`src/rtl/lsh_pkg.sv`:
```
`timescale 1ns / 1ps
`default_nettype none
// ----------------------------------------------------------------------------
// Laplacian sharpening package
// Shared constants, register indexes and types of the 3x3 sharpening filter.
// ----------------------------------------------------------------------------
package lsh_pkg;

    localparam int CHAN_W           = 8;
    localparam int CFG_W            = 12;
    localparam int CFG_IDX_W        = 4;
    localparam int ROW_W            = 12;
    localparam int CHAN_CNT_W       = 2;
    localparam int PORT_LANES       = 3;
    localparam int MAX_HEIGHT       = 2048;
    localparam int DEF_MAX_WIDTH    = 2048;
    localparam int DEF_MAX_CHANNELS = 3;
    localparam int OQ_DEPTH         = 8;
    localparam int OQ_PTR_W         = $clog2(OQ_DEPTH);
    localparam int OQ_LVL_W         = $clog2(OQ_DEPTH + 1);

    localparam logic [CFG_IDX_W-1:0] REG_IMAGE_WIDTH   = 4'd0;
    localparam logic [CFG_IDX_W-1:0] REG_IMAGE_HEIGHT  = 4'd1;
    localparam logic [CFG_IDX_W-1:0] REG_CHANNEL_COUNT = 4'd2;

    localparam logic [CFG_W-1:0]      RST_IMAGE_WIDTH   = 12'd640;
    localparam logic [CFG_W-1:0]      RST_IMAGE_HEIGHT  = 12'd480;
    localparam logic [CHAN_CNT_W-1:0] RST_CHANNEL_COUNT = 2'd3;

    typedef struct packed {
        logic [CHAN_W-1:0] sharp_chan_a;
        logic [CHAN_W-1:0] sharp_chan_b;
        logic [CHAN_W-1:0] sharp_chan_c;
        logic              row_end;
        logic              frame_end;
    } lsh_item_t;

    typedef struct packed {
        logic push_a;
        logic push_b;
    } lsh_push_t;

    typedef struct packed {
        logic valid;
        logic emit_a;
        logic emit_b;
        logic interior;
        logic frame_end;
    } lsh_stage_t;

endpackage

`default_nettype wire

```
`src/rtl/lsh_lane.sv`:
```
`timescale 1ns / 1ps
`default_nettype none
// ----------------------------------------------------------------------------
// Laplacian sharpening lane
// The center scaled by 5 minus its left, right, up and down neighbors, clipped to 0..255; zero while en is low.
// ----------------------------------------------------------------------------
module lsh_lane (
    input  wire [lsh_pkg::CHAN_W-1:0]  centre,
    input  wire [lsh_pkg::CHAN_W-1:0]  left,
    input  wire [lsh_pkg::CHAN_W-1:0]  right,
    input  wire [lsh_pkg::CHAN_W-1:0]  up,
    input  wire [lsh_pkg::CHAN_W-1:0]  down,
    input  wire                        en,
    output logic [lsh_pkg::CHAN_W-1:0] result
);

    logic [11:0] pos_sum;
    logic [11:0] neg_sum;
    logic [11:0] acc;

    always_comb
    begin
        pos_sum = {2'b00, centre, 2'b00} + {4'b0000, centre};
        neg_sum = {4'b0000, left} + {4'b0000, right} + {4'b0000, up}
                + {4'b0000, down};
        acc     = pos_sum - neg_sum;
        if (!en || acc[11])
        begin
            result = '0;
        end
        else if (acc[10:8] != 3'b000)
        begin
            result = '1;
        end
        else
        begin
            result = acc[7:0];
        end
    end

endmodule

`default_nettype wire

```
`config.mk`:
```
export PLATFORM = sky130hd
export DESIGN_NAME = lsh_lane
export DESIGN_NICKNAME = d
export VERILOG_FILES = /design/src/rtl/lsh_pkg.sv /design/src/rtl/lsh_lane.sv
export SDC_FILE = /design/constraint.sdc
export NUM_CORES = 1
export LEC_CHECK = 0
export BUFFER_PORTS_ARGS = -buffer_cell sky130_fd_sc_hd__buf_2
export CORE_ASPECT_RATIO = 0.75
export CORE_MARGIN = 3
export CORE_UTILIZATION = 45
export DETAILED_ROUTE_END_ITERATION = 12
export MAX_ROUTING_LAYER = met4
export PLACE_DENSITY = 0.76
export REMOVE_ABC_BUFFERS = 1
export SYNTH_ARGS = -nofsm -noshare
export SYNTH_HDL_FRONTEND = slang
export SYNTH_SLANG_ARGS = --single-unit
```
`constraint.sdc`:
```
create_clock -name vclk -period 12.9
set_clock_uncertainty 0.15 [all_clocks]
set_input_delay 2.58 -clock vclk [all_inputs]
set_output_delay 2.58 -clock vclk [all_outputs]
set_load 0.01 [all_outputs]
```
==> results by group <==
Pwr
  – Share of power burned in registers: 0%
  – Leakage: 0.00105 uW
  – Sw frac: 56.6%
  – Pwr dens: 161 mW/mm^2
  – Internal: 122 uW
  – P_sw: 159 uW
  – Gate power share: 100.0%
  – Power, Total: 281 uW
  – Clock share of power: 0%
  – Max VDD drop: 0.0983 mV

Floorplanning
  – Die Area: 0.00396 sq mm
  – Core area: 0.00302 sq mm
  – Std-Cell Rows: 17
  – Die height: 55.3 um
  – Die width: 71.7 um
  – I/O pin cnt: 49
  – Initial Utilization: 48.2%

Final layout
  – Layout fillers: 281
  – Layout cells sized above 1: 25.3%
  – Fin area: 0.00175 sq mm
  – Clkbuf count: 0
  – Ant diodes: 0
  – Count of flip-flops and latches: 0
  – FF/Latch Area: 0 sq um
  – Final Net Count: 305
  – Area growth syn-to-layout: 20.1%

Worst setup path
  – Worst path required time: 10,170 ps
  – Worst EP arrival: 6370 ps
  – Crit Path Category: input pin to primary output
  – Crit path capture type: primary output
  – CP Launch Type: input pin
  – Crit-path max FO: 8

Routing
  – Via count: 1,216
  – WL per Instance: 10.7 um
  – Routed WL: 2730 um
  – Drt first pass iters: 4
  – Drc violations: 0
  – Post-route antenna net violation count: 0
  – DR iter-0 viols: 43
  – Vias/cell: 4.77

Timing
  – Max Transition Viols Final: 0
  – Period utilization: 70.6%
  – Final min period: 9100 ps
  – Total negative setup slack: 0 ps
  – Slew HR: 68.4%
  – Fmax: 0.110 GHz
  – Tightest Pin Transition: 473 ps
  – Final setup fails: 0
  – RSZ-0062 raised after global routing: no
  – Hold WS: 5590 ps
  – Setup WS post-layout: 3800 ps
  – Final hold vios: 0

Synthesis
  – Sequential area share after synthesis: 0%
  – Area share of the largest cell type after synthesis: 41.2%
  – Mapped Avg Cell Area: 8.67 sq um
  – Synth top area cells: fa_1 41%, inv_1 17%, ha_1 13%
  – Synth area leader: fa_1
  – Post-synth cell types: 28
  – Cell count after synthesis: 168
  – Synth warnings: 0
  – Most frequent cell after synthesis: inv_1
  – Post-synth top cells: 66 x inv_1, 30 x fa_1, 15 x ha_1
  – Syn Std Cell Area: 0.00146 sq mm

Placed design
  – GPL Wtd Cong: 0.823
  – HPWL Detailed: 2570 um
  – Pre-CTS setup slack: 3810 ps
  – Number of port buffers: 49
  – Area post-placement: 0.00175 sq mm

Global route
  – Overall routing resource usage: 14.5%
  – Total gr overflow: 0
  – Largest net degree at the start of global routing: 9
  – Initial antenna violation count: 0
  – Global-route wire length before repair: 4810 um
  – Vias in the first global route: 1,195

Status
  – Status: finished clean

Clock network
  – Post-CTS setup repair buffer count: 0
  – Hold_buf cts: 0
  – Post_cts resized: 0

Run
  – Max cap viols: 0

Hold path
  – Worst Hold Class: input pin to primary output
==> power groups by stage <==
stage | clock (uW) | sequential (uW) | combinational, uW
after floorplan | 0 | 0 | 223
after global placement | 0 | 0 | 278
after detailed placement | 0 | 0 | 280
after CTS | 0 | 0 | 283
after global routing | 0 | 0 | 318
final | 0 | 0 | 281
==> metal layers <==
metal  track usage, %  vias up  routed length (um)
li1                 -      616                   -
met1             19.5      566                1210
met2             26.2       34                1380
met3            0.364        0                 133
met4                0        0                   0
met5                -        -                   0
==> worst max-delay path, cell delays in order <==
cell,delay [ps]
buf_2,70
inv_1,40
fa_1,510
fa_1,550
inv_1,50
fa_1,520
inv_1,70
fa_1,430
a21o_1,210
a221o_2,390
mux2i_1,150
a211oi_2,470
a31oi_1,150
buf_2,170
==> layout make-up <==
class              count  area, sq um  area share (%)
repair buffers        49          245            14.0
multi-input cells    102         1210            69.1
inverters             66          248            14.2
well taps             38         47.5            2.72
==> cell usage in the layout, fill, tap and decap left out <==
| cell type | count |
|---|---|
| xor2_1 | 3 |
| a2bb2oi_4 | 1 |
| a21oi_1 | 6 |
| nand2b_1 | 1 |
| a31oi_2 | 1 |
| a211oi_1 | 1 |
| fa_1 | 30 |
| xnor2_1 | 5 |
| o21bai_1 | 1 |
| nor2_1 | 5 |
| inv_1 | 66 |
| nand2_1 | 2 |
| a21o_1 | 4 |
| a221o_2 | 1 |
| o41ai_1 | 1 |
| nor3_1 | 1 |
| and3_1 | 3 |
| a22oi_1 | 1 |
| buf_2 | 49 |
| o211ai_1 | 1 |
| o21ai_0 | 2 |
| a31o_2 | 1 |
| nand3_1 | 1 |
| mux2i_1 | 3 |
| a31oi_1 | 8 |
| nor2b_1 | 1 |
| a311o_1 | 1 |
| ha_1 | 15 |
| a211oi_2 | 2 |
==> path summary, 6_finish.rpt <==
path	start	end	slack, ps	cells after the start
worst max-delay path	right[1]	result[7]	3800	14
worst min-delay path	centre[0]	result[0]	5590	5
==> stage by stage <==
stage / util (%) / instances
finish: 57.9 / 255
global route: 57.9 / 255
CTS: 57.9 / 255
detailed placement: 57.9 / 255
global placement: 57.9 / 255
floorplan: - / 168
==> cells by family after synthesis <==
group | count (synthesis) | synth area share (%)
simple gates | 14 | 4.64
buf+inv | 66 | 17.0
xor+xnor | 8 | 4.81
fa+ha+maj | 45 | 54.1
mux | 3 | 2.06
compound gates | 32 | 17.4
Power figures use the tool's default switching activity.
