**config.mk**
```make
export PLATFORM = sky130hd
export DESIGN_NAME = lsh_out_queue_flat
export DESIGN_NICKNAME = d
export VERILOG_FILES = /design/src/rtl/lsh_pkg.sv /design/src/rtl/lsh_ifs.sv /design/src/rtl/lsh_out_queue.sv /design/src/flat_wrapper.sv
export SDC_FILE = /design/constraint.sdc
export NUM_CORES = 1
export LEC_CHECK = 0
export BUFFER_PORTS_ARGS = -buffer_cell sky130_fd_sc_hd__buf_2
export CORE_MARGIN = 3
export CORE_UTILIZATION = 37
export CTS_CLUSTER_SIZE = 28
export DETAILED_ROUTE_END_ITERATION = 6
export PLACE_DENSITY = 0.54
export RECOVER_POWER = 25
export SYNTH_ARGS = -nofsm -noshare
export SYNTH_HDL_FRONTEND = slang
export SYNTH_SLANG_ARGS = --single-unit
export TNS_END_PERCENT = 5
```
**constraint.sdc**
```tcl
create_clock -name clk -period 6.3 [get_ports clk]
set_clock_uncertainty 0.15 [all_clocks]
set_input_delay 0 -clock clk [delete_from_list [all_inputs] [get_ports clk]]
set_output_delay 0 -clock clk [all_outputs]
set_load 0.02 [all_outputs]
```
**src/rtl/lsh_pkg.sv**
```systemverilog
`timescale 1ns / 1ps
`default_nettype none
// ----------------------------------------------------------------------------
// Laplacian sharpening package
// Shared constants, register indexes and types of the 3x3 sharpening filter.
// ----------------------------------------------------------------------------
package lsh_pkg;

    localparam int CHAN_W           = 8;
    localparam int CFG_W            = 12;
    localparam int CFG_IDX_W        = 4;
    localparam int ROW_W            = 12;
    localparam int CHAN_CNT_W       = 2;
    localparam int PORT_LANES       = 3;
    localparam int MAX_HEIGHT       = 2048;
    localparam int DEF_MAX_WIDTH    = 2048;
    localparam int DEF_MAX_CHANNELS = 3;
    localparam int OQ_DEPTH         = 8;
    localparam int OQ_PTR_W         = $clog2(OQ_DEPTH);
    localparam int OQ_LVL_W         = $clog2(OQ_DEPTH + 1);

    localparam logic [CFG_IDX_W-1:0] REG_IMAGE_WIDTH   = 4'd0;
    localparam logic [CFG_IDX_W-1:0] REG_IMAGE_HEIGHT  = 4'd1;
    localparam logic [CFG_IDX_W-1:0] REG_CHANNEL_COUNT = 4'd2;

    localparam logic [CFG_W-1:0]      RST_IMAGE_WIDTH   = 12'd640;
    localparam logic [CFG_W-1:0]      RST_IMAGE_HEIGHT  = 12'd480;
    localparam logic [CHAN_CNT_W-1:0] RST_CHANNEL_COUNT = 2'd3;

    typedef struct packed {
        logic [CHAN_W-1:0] sharp_chan_a;
        logic [CHAN_W-1:0] sharp_chan_b;
        logic [CHAN_W-1:0] sharp_chan_c;
        logic              row_end;
        logic              frame_end;
    } lsh_item_t;

    typedef struct packed {
        logic push_a;
        logic push_b;
    } lsh_push_t;

    typedef struct packed {
        logic valid;
        logic emit_a;
        logic emit_b;
        logic interior;
        logic frame_end;
    } lsh_stage_t;

endpackage

`default_nettype wire

```
**src/rtl/lsh_ifs.sv**
```systemverilog
`timescale 1ns / 1ps
`default_nettype none


interface lsh_out_if;
    logic                      valid;
    logic                      ready;
    logic [lsh_pkg::CHAN_W-1:0] sharp_chan_a;
    logic [lsh_pkg::CHAN_W-1:0] sharp_chan_b;
    logic [lsh_pkg::CHAN_W-1:0] sharp_chan_c;
    logic                      row_end;
    logic                      frame_end;

    modport source (output valid, output sharp_chan_a, output sharp_chan_b,
                    output sharp_chan_c, output row_end, output frame_end,
                    input ready);
    modport sink (input valid, input sharp_chan_a, input sharp_chan_b,
                  input sharp_chan_c, input row_end, input frame_end,
                  output ready);
endinterface


`default_nettype wire

```
**src/rtl/lsh_out_queue.sv**
```systemverilog
`timescale 1ns / 1ps
`default_nettype none
// ----------------------------------------------------------------------------
// Laplacian sharpening output queue
// Takes up to two results per cycle and hands them out one per request.
// ----------------------------------------------------------------------------
module lsh_out_queue (
    input  wire                               clk,
    input  wire                               rst_n,
    input  lsh_pkg::lsh_push_t                push,
    input  lsh_pkg::lsh_item_t                item_a,
    input  lsh_pkg::lsh_item_t                item_b,
    output logic [lsh_pkg::OQ_LVL_W-1:0]      level,
    lsh_out_if.source                         out_if
);

    lsh_pkg::lsh_item_t                 queue_mem [lsh_pkg::OQ_DEPTH];
    lsh_pkg::lsh_item_t                 first_item;
    lsh_pkg::lsh_item_t                 head;
    logic [lsh_pkg::OQ_PTR_W-1:0]       wr_reg;
    logic [lsh_pkg::OQ_PTR_W-1:0]       wr_next;
    logic [lsh_pkg::OQ_PTR_W-1:0]       rd_reg;
    logic [lsh_pkg::OQ_PTR_W-1:0]       rd_next;
    logic [lsh_pkg::OQ_LVL_W-1:0]       lvl_reg;
    logic [lsh_pkg::OQ_LVL_W-1:0]       lvl_next;
    logic [1:0]                         n_push;
    logic                               pop;

    always_comb
    begin
        n_push     = {1'b0, push.push_a} + {1'b0, push.push_b};
        first_item = push.push_a ? item_a : item_b;
        pop        = out_if.valid && out_if.ready;
        wr_next    = wr_reg + lsh_pkg::OQ_PTR_W'(n_push);
        rd_next    = rd_reg + lsh_pkg::OQ_PTR_W'(pop);
        lvl_next   = lvl_reg + lsh_pkg::OQ_LVL_W'(n_push)
                   - lsh_pkg::OQ_LVL_W'(pop);
    end

    always_ff @(posedge clk)
    begin
        if (n_push != 2'd0)
        begin
            queue_mem[wr_reg] <= first_item;
        end
        if (n_push == 2'd2)
        begin
            queue_mem[lsh_pkg::OQ_PTR_W'(wr_reg + 1'b1)] <= item_b;
        end
    end

    always_ff @(posedge clk or negedge rst_n)
    begin
        if (!rst_n)
        begin
            wr_reg  <= '0;
            rd_reg  <= '0;
            lvl_reg <= '0;
        end
        else
        begin
            wr_reg  <= wr_next;
            rd_reg  <= rd_next;
            lvl_reg <= lvl_next;
        end
    end

    assign head                = queue_mem[rd_reg];
    assign level               = lvl_reg;
    assign out_if.valid        = (lvl_reg != '0);
    assign out_if.sharp_chan_a = head.sharp_chan_a;
    assign out_if.sharp_chan_b = head.sharp_chan_b;
    assign out_if.sharp_chan_c = head.sharp_chan_c;
    assign out_if.row_end      = head.row_end;
    assign out_if.frame_end    = head.frame_end;

endmodule

`default_nettype wire

```
**src/flat_wrapper.sv**
```systemverilog
// flat-port wrapper written by rule: the top's interface ports become plain ports
module lsh_out_queue_flat 
  (clk, rst_n, push, item_a, item_b, level, out_if_valid, out_if_sharp_chan_a, out_if_sharp_chan_b, out_if_sharp_chan_c, out_if_row_end, out_if_frame_end, out_if_ready);
  lsh_out_if out_if_i ();
  input  wire clk;
  input  wire rst_n;
  input  lsh_pkg::lsh_push_t push;
  input  lsh_pkg::lsh_item_t item_a;
  input  lsh_pkg::lsh_item_t item_b;
  output logic [lsh_pkg::OQ_LVL_W-1:0] level;
  output wire logic [$bits(out_if_i.valid)-1:0] out_if_valid;
  output wire logic [$bits(out_if_i.sharp_chan_a)-1:0] out_if_sharp_chan_a;
  output wire logic [$bits(out_if_i.sharp_chan_b)-1:0] out_if_sharp_chan_b;
  output wire logic [$bits(out_if_i.sharp_chan_c)-1:0] out_if_sharp_chan_c;
  output wire logic [$bits(out_if_i.row_end)-1:0] out_if_row_end;
  output wire logic [$bits(out_if_i.frame_end)-1:0] out_if_frame_end;
  input wire logic [$bits(out_if_i.ready)-1:0] out_if_ready;
  assign out_if_valid = out_if_i.valid;
  assign out_if_sharp_chan_a = out_if_i.sharp_chan_a;
  assign out_if_sharp_chan_b = out_if_i.sharp_chan_b;
  assign out_if_sharp_chan_c = out_if_i.sharp_chan_c;
  assign out_if_row_end = out_if_i.row_end;
  assign out_if_frame_end = out_if_i.frame_end;
  assign out_if_i.ready = out_if_ready;
  lsh_out_queue u_core (.clk(clk), .rst_n(rst_n), .push(push), .item_a(item_a), .item_b(item_b), .level(level), .out_if(out_if_i));
endmodule
```
==> results.json <==
{
  "drive_gt1_frac": 0.556,
  "wl_um": 28000,
  "period_minus_slack_ns": 4.87,
  "final.fill_count": 2541,
  "setup.worst_path.class": "primary input to flop",
  "swShare": 0.333,
  "grt_setup_unrepaired": "false",
  "max_freq_mhz": 205,
  "min_path_type": "primary input to flop",
  "min_to": "u_core.queue_mem[6][24]$_DFFE_PP_",
  "core_mm2": 0.0299,
  "final-seq-area_mm2": 0.00650,
  "multi_input_area_mm2": 0.00459,
  "vias_per_cell": 5.31,
  "pre_cts_ws_ns": 2.71,
  "nNetsFinal": 876,
  "worstPathRequired_ns": 6.41,
  "slew_violations": 178,
  "wl_per_cell_um": 23.0,
  "ys_top_cells_by_area": "edfxtp_1 (55%), mux2_2 (26%), mux4_2 (10%)",
  "cts_htree_levels": 1,
  "clk_pin_slew_ns": 0.06,
  "yosysMostFrequentCell": "mux2_2",
  "hold_viol_final": 0,
  "switching_power_w": 0.00212,
  "cp_max_fo": 28,
  "syn_area_mm2": 0.0113,
  "violations": "max-capacitance violations, max-slew violations",
  "end_kind": "flop",
  "synth.yosys.warnings": 0,
  "drt.antenna.violating_nets": 0,
  "synth_commonest_cells": "mux2_2 (260), edfxtp_1 (208), mux4_2 (52)",
  "ys.flop_type": "edfxtp_1",
  "antenna_found_initial": 0,
  "hpwl_um": 16300,
  "worstSkewPairLatency_ns": 0.51,
  "drc": 0,
  "routabilityCongestion": 0.764,
  "syn_inst": 629,
  "track_usage": 0.170,
  "cp.arrival_ns": 4.97,
  "yosysTopAreaCell": "edfxtp_1",
  "rows": 63,
  "start_kind": "primary input",
  "fp.dieW_um": 181,
  "synth_top_area_share": 0.554,
  "grt_overflow": 0,
  "synth_cell_types": 32,
  "max_slew.worst_pin.slew_ns": 2.84,
  "largest_register_ffs": 208,
  "top_register": "u_core.queue_mem",
  "outcome": "finished with violations",
  "io_pins": 88,
  "final_area_mm2": 0.0138,
  "pwr-share-clk": 0.238,
  "worstReg2RegEnd": "u_core.queue_mem[4][10]$_DFFE_PP_",
  "max-clock-path-buffers": 3,
  "grt_pass1_wl_um": 43000,
  "grt_max_degree": 54,
  "post_dp_cell_area_mm2": 0.0122,
  "leakage_nw": 4.76,
  "vias": 6450,
  "area_growth_pct": 22.7,
  "maxCapViolCount": 6,
  "reg2reg_slack_ns": 1.93,
  "timing.rr.start": "u_core.wr_reg[0]$_DFF_PN0_",
  "ys_seq_area_frac": 0.576,
  "drt_iter0_drc": 516,
  "antenna_cells": 0,
  "setup_slack_ns": 1.43,
  "cts_made_buffers": 26,
  "period_share": 0.773,
  "tritoncts": "done",
  "vdd_drop_max_uv": 297,
  "port_buffers": 87,
  "ff2ff_path_depth": 6,
  "relSlewSlack": -0.893,
  "hp-start": "item_b[24]",
  "synth_edf_count": 208,
  "cts_sinks": 218,
  "start_util": 0.377,
  "die_h_um": 181,
  "seqPwrFrac": 0.382,
  "power_density_mw_per_mm2": 459,
  "finalSetupTns_ns": 0,
  "intPower_w": 0.00423,
  "cts-root-buf": "clkbuf_16",
  "die_area_mm2": 0.0326,
  "async_flop_share": 0.0459,
  "grt_pass1_vias": 7112,
  "postCtsResizedCells": 0,
  "setup-violations-final": 0,
  "combPwrFrac": 0.379,
  "holdPathStages": 3,
  "firstDrtPassIters": 4,
  "holdWs_ns": 0.294,
  "synth_nets": 700,
  "ys_seq_elements": 218,
  "syn-mean-instance-area_um2": 17.9
}
[power groups by stage]
stage                     registers [W]  clock network [W]  logic (W)
after floorplan                 0.00228                  0    0.00174
after global placement          0.00244                  0    0.00235
after detailed placement        0.00246                  0    0.00237
after CTS                       0.00243            0.00155    0.00245
after global routing            0.00248            0.00161    0.00258
final                           0.00243            0.00151    0.00241
[critical path, stage by stage]
cell and delay [ns]:
clkbuf_1 1.47, ha_1 0.53, nand2_1 0.16, nor3_1 0.23, clkbuf_1 1.55, mux2_2 0.45, dlygate4sd3_1 0.56
[worst max path at each step]
stage	start	to	slack, ns	depth (start not counted)
floorplan	push[1]	u_core.queue_mem[2][0]$_DFFE_PP_	2.69	6
global placement	push[1]	u_core.queue_mem[5][24]$_DFFE_PP_	2.82	6
detailed placement	push[1]	u_core.queue_mem[3][12]$_DFFE_PP_	2.71	6
CTS	u_core.wr_reg[0]$_DFF_PN0_	u_core.queue_mem[3][23]$_DFFE_PP_	2.33	6
global route	push[1]	u_core.queue_mem[4][6]$_DFFE_PP_	1.24	7
finish	push[1]	u_core.queue_mem[4][10]$_DFFE_PP_	1.43	7
[cell usage in the layout (no fill, tap or decap), types with 4 or more instances in the layout]
cell | netlist | routed
inv_1 | 13 | 13
clkbuf_16 | 0 | 27
edfxtp_1 | 208 | 208
dlygate4sd3_1 | 0 | 82
bufinv_16 | 0 | 4
dfrtp_1 | 10 | 9
ha_1 | 12 | 12
nor2_2 | 4 | 4
mux4_2 | 52 | 52
mux2_2 | 260 | 260
clkbuf_1 | 10 | 21
clkinv_2 | 0 | 7
buf_4 | 3 | 11
buf_2 | 20 | 78
[cells by family (layout without fill, tap and decap cells)]
logic type	Yosys count	count (layout)	synth area share
adders and majority gates	14	14	0.0169
muxes	312	312	0.364
and+or+nand+nor	21	21	0.0129
buffers and inverters	49	244	0.0195
AOI/OAI and AO/OA	9	9	0.00510
xor gates and xnor gates	6	6	0.00599
DFF	218	218	0.576
[metal layers]
layer | GRT usage | up-vias | part of all wire
met2 | 0.298 | 135 | 0.51
met5 | 0 | - | 0
met3 | 0.0198 | 39 | 0.039
li1 | - | 2909 | -
met4 | 0.0368 | 0 | 0.016
met1 | 0.229 | 3367 | 0.44
[metrics by stage]
step | cells | util | power (W)
after floorplan | 629 | - | 0.00402
after global placement | 1085 | 0.408 | 0.00479
after detailed placement | 1085 | 0.408 | 0.00483
after CTS | 1214 | 0.465 | 0.00643
after global routing | 1214 | 0.463 | 0.00666
final | 1214 | 0.463 | 0.00635
[area by class of cell]
class,count,area share
Clock buffer,35,0.0510
Clock inverter,12,0.0118
Inverter,13,0.00353
Multi-Input combinational cell,362,0.332
Sequential cell,218,0.470
Tap cell,390,0.0353
Timing Repair Buffer,184,0.0970
[timing repair]
action	4_1_cts	5_1_grt
setup buffers	0	0
endpoints found under the hold margin	224	0
hold buffers	82	0
Note: power is estimated with default switching activity, not from simulation.
